**src/hdl/pasp_pkg.sv**
```systemverilog
`default_nettype none
package pasp_pkg;

   localparam int NUM_VOICES   = 8;
   localparam int VOICE_W      = (NUM_VOICES > 1) ? $clog2(NUM_VOICES) : 1;
   localparam int SAMPLE_DEPTH = 65536;
   localparam int SAMP_AW      = $clog2(SAMPLE_DEPTH);
   localparam int SUM_W        = 18 + VOICE_W;
   localparam int OUT_W        = 19;
   localparam int CMDQ_DEPTH   = 4;
   localparam int CMDQ_AW      = $clog2(CMDQ_DEPTH);

   localparam logic [23:0] ENV_ONE   = 24'h800000;
   // floor(2^31 / 127), quotient estimate is low by at most one
   localparam logic [24:0] RECIP_127 = 25'd16909320;
   localparam logic signed [OUT_W-1:0] OUT_MAX = 19'sd262143;
   localparam logic signed [OUT_W-1:0] OUT_MIN = -19'sd262144;

   typedef enum logic [2:0] {
      REQ_LOAD        = 3'd0,
      REQ_NOTE_ON     = 3'd1,
      REQ_NOTE_OFF    = 3'd2,
      REQ_RELEASE_ALL = 3'd3,
      REQ_TICK        = 3'd4
   } req_code_type;

   typedef enum logic [1:0] {
      PH_ATTACK  = 2'd0,
      PH_DECAY   = 2'd1,
      PH_SUSTAIN = 2'd2,
      PH_RELEASE = 2'd3
   } phase_type;

   typedef enum logic [2:0] {
      CSR_ATTACK    = 3'd0,
      CSR_DECAY     = 3'd1,
      CSR_RELEASE   = 3'd2,
      CSR_SUSTAIN   = 3'd3,
      CSR_REG_START = 3'd4,
      CSR_REG_END   = 3'd5,
      CSR_ROOT      = 3'd6,
      CSR_BASE_INC  = 3'd7
   } csr_index_type;

   typedef enum logic [3:0] {
      ST_IDLE,
      ST_PITCH,
      ST_EVAL,
      ST_RD0,
      ST_RD1,
      ST_INTERP,
      ST_MUL,
      ST_RECIP,
      ST_ACC,
      ST_DONE
   } back_state_type;

   typedef struct packed {
      logic [23:0] attack_step;
      logic [23:0] decay_step;
      logic [23:0] release_step;
      logic [23:0] sustain_level;
      logic [15:0] region_start;
      logic [15:0] region_end;
      logic [6:0]  root_note;
      logic [23:0] base_increment;
   } cfg_type;

   typedef struct packed {
      req_code_type       op;
      logic [6:0]         note;
      logic [6:0]         velocity;
      logic [15:0]        address;
      logic signed [15:0] left_value;
      logic signed [15:0] right_value;
   } cmd_type;

   typedef struct packed {
      logic signed [OUT_W-1:0] left;
      logic signed [OUT_W-1:0] right;
   } result_type;

   function automatic logic [16:0] semitone(input logic [3:0] s);
      logic [16:0] r;
      case (s)
         4'd0:    r = 17'd65536;
         4'd1:    r = 17'd69433;
         4'd2:    r = 17'd73562;
         4'd3:    r = 17'd77936;
         4'd4:    r = 17'd82570;
         4'd5:    r = 17'd87480;
         4'd6:    r = 17'd92682;
         4'd7:    r = 17'd98193;
         4'd8:    r = 17'd104032;
         4'd9:    r = 17'd110218;
         4'd10:   r = 17'd116772;
         4'd11:   r = 17'd123715;
         default: r = 17'd65536;
      endcase
      return r;
   endfunction

   function automatic logic signed [OUT_W-1:0] sat_out(input logic signed [SUM_W-1:0] s);
      logic signed [OUT_W-1:0] r;
      if (s > SUM_W'(OUT_MAX)) begin
         r = OUT_MAX;
      end else if (s < SUM_W'(OUT_MIN)) begin
         r = OUT_MIN;
      end else begin
         r = OUT_W'(s);
      end
      return r;
   endfunction

endpackage
`default_nettype wire

```
**src/hdl/pasp_front.sv**
```systemverilog
`default_nettype none
module pasp_front
   import pasp_pkg::*;
(
   input  wire logic               clock,
   input  wire logic               reset,
   input  wire logic               push,
   output logic                    full,
   input  wire logic [2:0]         req_type,
   input  wire logic [6:0]         req_note,
   input  wire logic [6:0]         req_velocity,
   input  wire logic [15:0]        req_address,
   input  wire logic signed [15:0] req_left_value,
   input  wire logic signed [15:0] req_right_value,
   output logic                    cmd_valid,
   output cmd_type                 cmd,
   input  wire logic               cmd_pop
);

   cmd_type              q_ff [CMDQ_DEPTH];
   logic [CMDQ_AW-1:0]   wp_ff, wp_in, rp_ff, rp_in;
   logic [CMDQ_AW:0]     cnt_ff, cnt_in;
   logic                 known;
   logic                 do_push, do_pop;
   cmd_type              item;

   assign full      = (cnt_ff == (CMDQ_AW + 1)'(CMDQ_DEPTH));
   assign cmd_valid = (cnt_ff != '0);
   assign cmd       = q_ff[rp_ff];

   // unknown codes are dropped here and never reach the engine
   assign known   = (req_type <= REQ_TICK);
   assign do_push = push && !full && known;
   assign do_pop  = cmd_pop && cmd_valid;

   always_comb begin
      item.note        = req_note;
      item.velocity    = req_velocity;
      item.address     = req_address;
      item.left_value  = req_left_value;
      item.right_value = req_right_value;
      // note on at zero velocity behaves as note off
      if (req_type == REQ_NOTE_ON && req_velocity == 7'd0) begin
         item.op = REQ_NOTE_OFF;
      end else begin
         item.op = req_code_type'(req_type);
      end
   end

   always_comb begin
      wp_in  = do_push ? wp_ff + 1'b1 : wp_ff;
      rp_in  = do_pop ? rp_ff + 1'b1 : rp_ff;
      cnt_in = cnt_ff;
      if (do_push && !do_pop) begin
         cnt_in = cnt_ff + 1'b1;
      end else if (do_pop && !do_push) begin
         cnt_in = cnt_ff - 1'b1;
      end
   end

   always_ff @(posedge clock) begin
      if (reset) begin
         wp_ff  <= '0;
         rp_ff  <= '0;
         cnt_ff <= '0;
      end else begin
         wp_ff  <= wp_in;
         rp_ff  <= rp_in;
         cnt_ff <= cnt_in;
      end
   end

   always_ff @(posedge clock) begin
      if (do_push) begin
         q_ff[wp_ff] <= item;
      end
   end

endmodule
`default_nettype wire

```
**config.mk**
```make
export PLATFORM = sky130hd
export DESIGN_NAME = pasp_front
export DESIGN_NICKNAME = d
export VERILOG_FILES = /design/src/hdl/pasp_pkg.sv /design/src/hdl/pasp_front.sv
export SDC_FILE = /design/constraint.sdc
export NUM_CORES = 1
export LEC_CHECK = 0
export BUFFER_PORTS_ARGS = -buffer_cell sky130_fd_sc_hd__buf_2
export CORE_ASPECT_RATIO = 1.1
export CORE_UTILIZATION = 57
export CTS_CLUSTER_DIAMETER = 120
export CTS_CLUSTER_SIZE = 16
export DETAILED_ROUTE_END_ITERATION = 12
export PLACE_DENSITY = 0.8
export SLEW_MARGIN = 30
export SYNTH_ARGS = -nofsm -noshare
export SYNTH_HDL_FRONTEND = slang
export SYNTH_SLANG_ARGS = --single-unit
```
**constraint.sdc**
```tcl
create_clock -name clock -period 2.55 [get_ports clock]
set_clock_uncertainty 0.2 [all_clocks]
set_input_delay 0.3825 -clock clock [delete_from_list [all_inputs] [get_ports clock]]
set_output_delay 0.3825 -clock clock [all_outputs]
set_load 0.05 [all_outputs]
```
==> summary.md <==
| Metric | Value |
|---|---|
| Avg Synthesized Cell Area | 25.09 um^2 |
| Worst Path Arrival | 1.93 ns |
| Io pins | 136 |
| Gpl congestion | 0.7680 |
| Most frequent cells in the layout | edfxtp_1, buf_2, mux4_2 |
| Part of the power in registers | 44.3% |
| Setup violators final | 0 |
| Final wirelength | 17.56 mm |
| Internal cell power | 8.006 mW |
| Worst slack at placement | 0.02661 ns |
| Final nets | 689 |
| First-pass GRT wire length | 26.92 mm |
| Worst setup SP type | flip-flop |
| VDD IR max | a little under 0.8 mV |
| Net switching power | 3.883 mW |
| #FFs+latches synth | 269 |
| Static leakage | 4.159 nW |
| Hold Path Class | input pin to flip-flop |
| Top delay family on crit path | multiplexers |
| Die W | 127.6 um |
| Worst Hold Path Cells | 2 |
| Outcome | complete, no violations |
| Iter 0 DRT Violations | 267 |
| Die ar. | 17,880 um^2 |
| Final ANT Viol Nets | 0 |
| Worst Setup Slack, final | 0.03976 ns |
| Initial Utilization | 58.10% |
| Worst setup EP type | output pin |
| Synthesized area | 9887 um^2 |
| CTS Buf Count | 20 |
| Critical path buffers and inverters | 2 |
| Clock-pin slew on the worst setup and hold paths | 0.07 ns |
| Setup CP Type | flip-flop to output pin |
| CTS root buf | clkbuf_16 |
| # fillers | 1,005 |
| Required time worst endpoint | 1.97 ns |
| Total of max-cap violations | 0 |
| CP max FO | 29 |
| GRT Total Usage | a little over 20% |
| Crit-path cells | buf_16, mux4_2, buf_6 |
| Input/output buffers | 135 |
| Slew headroom | 74.59% |
| Wire per inst | between 20 and 25 um |
| Clk network pwr share | 23.7% |
| Mapped Cells | 394 |
| Share of layout cells above drive strength 1 | 40.90% |
| Reg2Reg Depth | 8 |
| Dpl hpwl | 10.51 mm |
| Syn. warnings | 0 |
| Setup TNS | 0 ns |
| Largest net degree at the start of global routing | 30 |
| Initial antenna violation count | 0 |
| Critical path depth | 3 |
| CP max-delay cell | mux4_2 |
| # DRC | 0 |
| Combinational power share | between 30% and 40% |
| Via/cell ratio | 5.497 |
| Final cell count without fillers | 855 |
| Placed cells | approximately 760 |
| N_diodes | 0 |
| CTS tree | done |
| Core ar. | 17,020 um^2 |
| Tcrit/Tclk final | around 100% |
| Slowest stage delay, CP | ~0.58 ns |
| Vias in the first global route | 4,950 |
| Grt total ovfl | 0 |
| Initial DRT Pass Iterations | 5 |
| Power Dens Cells | approximately 960 nW/um^2 |
| Clk_lat worst skew | 0.49 ns |
| Area growth from synthesis to layout | 25.02% |
| Area of all placed cells without fillers | between 10,000 and 15,000 um^2 |
| Final core occ | 72.64% |
| Post-synthesis sequential area ratio | 80.79% |
| Sw Share | 32.66% |
| CTS Buffer Depth | 3 |
| Synthesized Nets | 469 |
| Die height | 140.1 um |
| Final hold violation count | 0 |
| Final min period | approximately 2.5 ns |
| CTS HTree Levels | 1 |
| Sink Count | 269 |
| Worst-Margin Slew | 0.3764 ns |
| RSZ-0062 raised after global routing | yes |
| Final Max Slew Viols | 0 |
| Row count | 50 |
| Most common cell after layout, fill and taps aside | edfxtp_1 |
| Peak Freq | 398.4 MHz |
| Yosys cell types | 28 |
| Routed vias | 4,700 |
| Post-placement cell area | 11,050 um^2 |
power groups by stage:
| stage | logic (mW) | registers [mW] | clock network [mW] |
|---|---|---|---|
| after floorplan | 2.82 | 5.31 | 0 |
| after global placement | 3.56 | 5.35 | 0 |
| after detailed placement | 3.61 | 5.38 | 0 |
| after CTS | 3.75 | 5.28 | 2.89 |
| after global routing | 3.97 | 5.30 | 3.05 |
| final | 3.80 | 5.27 | 2.82 |
Yosys cell counts, drive strengths merged:
cell type / instances / area [um^2]
o21ai: 2 / 10.01
nand2: 1 / 3.750
mux2i: 2 / 20.02
a31o: 1 / 8.760
xor2: 4 / 35.03
nor3b: 1 / 12.51
ha: 5 / 62.56
mux4: 65 / 1464
clkbuf: 4 / 16.26
o21a: 1 / 7.510
o311ai: 1 / 8.760
nor2: 7 / 26.28
a21oi: 1 / 5.000
o31ai: 1 / 7.510
dfxtp: 9 / 180.2
nand2b: 2 / 12.51
nor4: 2 / 12.51
and2: 4 / 30.03
fa: 1 / 20.02
buf: 13 / 86.33
inv: 3 / 11.26
mux2: 1 / 15.01
and3b: 1 / 8.760
edfxtp: 260 / 7807
or3: 2 / 15.01
per-stage QoR:
| step | hold slack (ns) | total power [mW] |
|---|---|---|
| global placement | 0.2938 | 8.915 |
| detailed placement | 0.3221 | 8.982 |
| CTS | 0.02179 | 11.93 |
| global route | 0.03905 | 12.32 |
| floorplan | 0.2811 | 8.122 |
| finish | 0.04416 | 11.89 |
cell families (layout without fill, tap and decap cells):
kind of cell | after synthesis | after routing | share of synthesized area [%]
buffers and inverters | 20 | 247 | 1.152
adder cells (fa/ha/maj) | 6 | 6 | 0.8352
XOR/XNOR | 4 | 4 | 0.3543
AND/OR/NAND/NOR | 20 | 20 | 1.227
multiplexers | 68 | 68 | 15.16
AO/OA/AOI/OAI | 7 | 7 | 0.4809
flip-flops | 269 | 269 | 80.79
registers in the layout, summed over array words and instances (netlist names), named ones only:
signal / flops
q_ff: 260
cnt_ff: 3
rp_ff: 2
wp_ff: 2
worst paths after layout:
kind / endpoint / start / slack, ns
min reg2reg: rp_ff[1] / rp_ff[1] / 0.32
min: q_ff[3][63] / req_type[1] / 0.04
max reg2reg: cnt_ff[2] / cnt_ff[2] / 0.17
max: cmd[19] / flip-flop / 0.04
final cells by class:
class | count | area (um^2) | share of cell area, %
clock buffers | 28 | 551.8 | 4.464
flip-flops and latches | 269 | 7998 | 64.70
multi-input cells | 105 | 1808 | 14.63
clock inverters | 1 | 5.005 | 0.04049
repair buffers | 215 | 1694 | 13.71
well taps | 234 | 292.8 | 2.369
inverters | 3 | 11.26 | 0.09110
what timing repair did:
action,CTS,global route
buffers inserted,0,1
resized for setup,14,19
hold endpoints to repair,258,0
pin swaps,0,2
hold buffers,64,0
setup endpoints to repair,15,45
per-layer routing:
layer,global-route usage (%),share of wire (%)
met3,4.202,5.6
met2,35.03,53
met5,0,0
met4,5.573,1.7
met1,26.04,40
(Power assumes the default switching activity.)
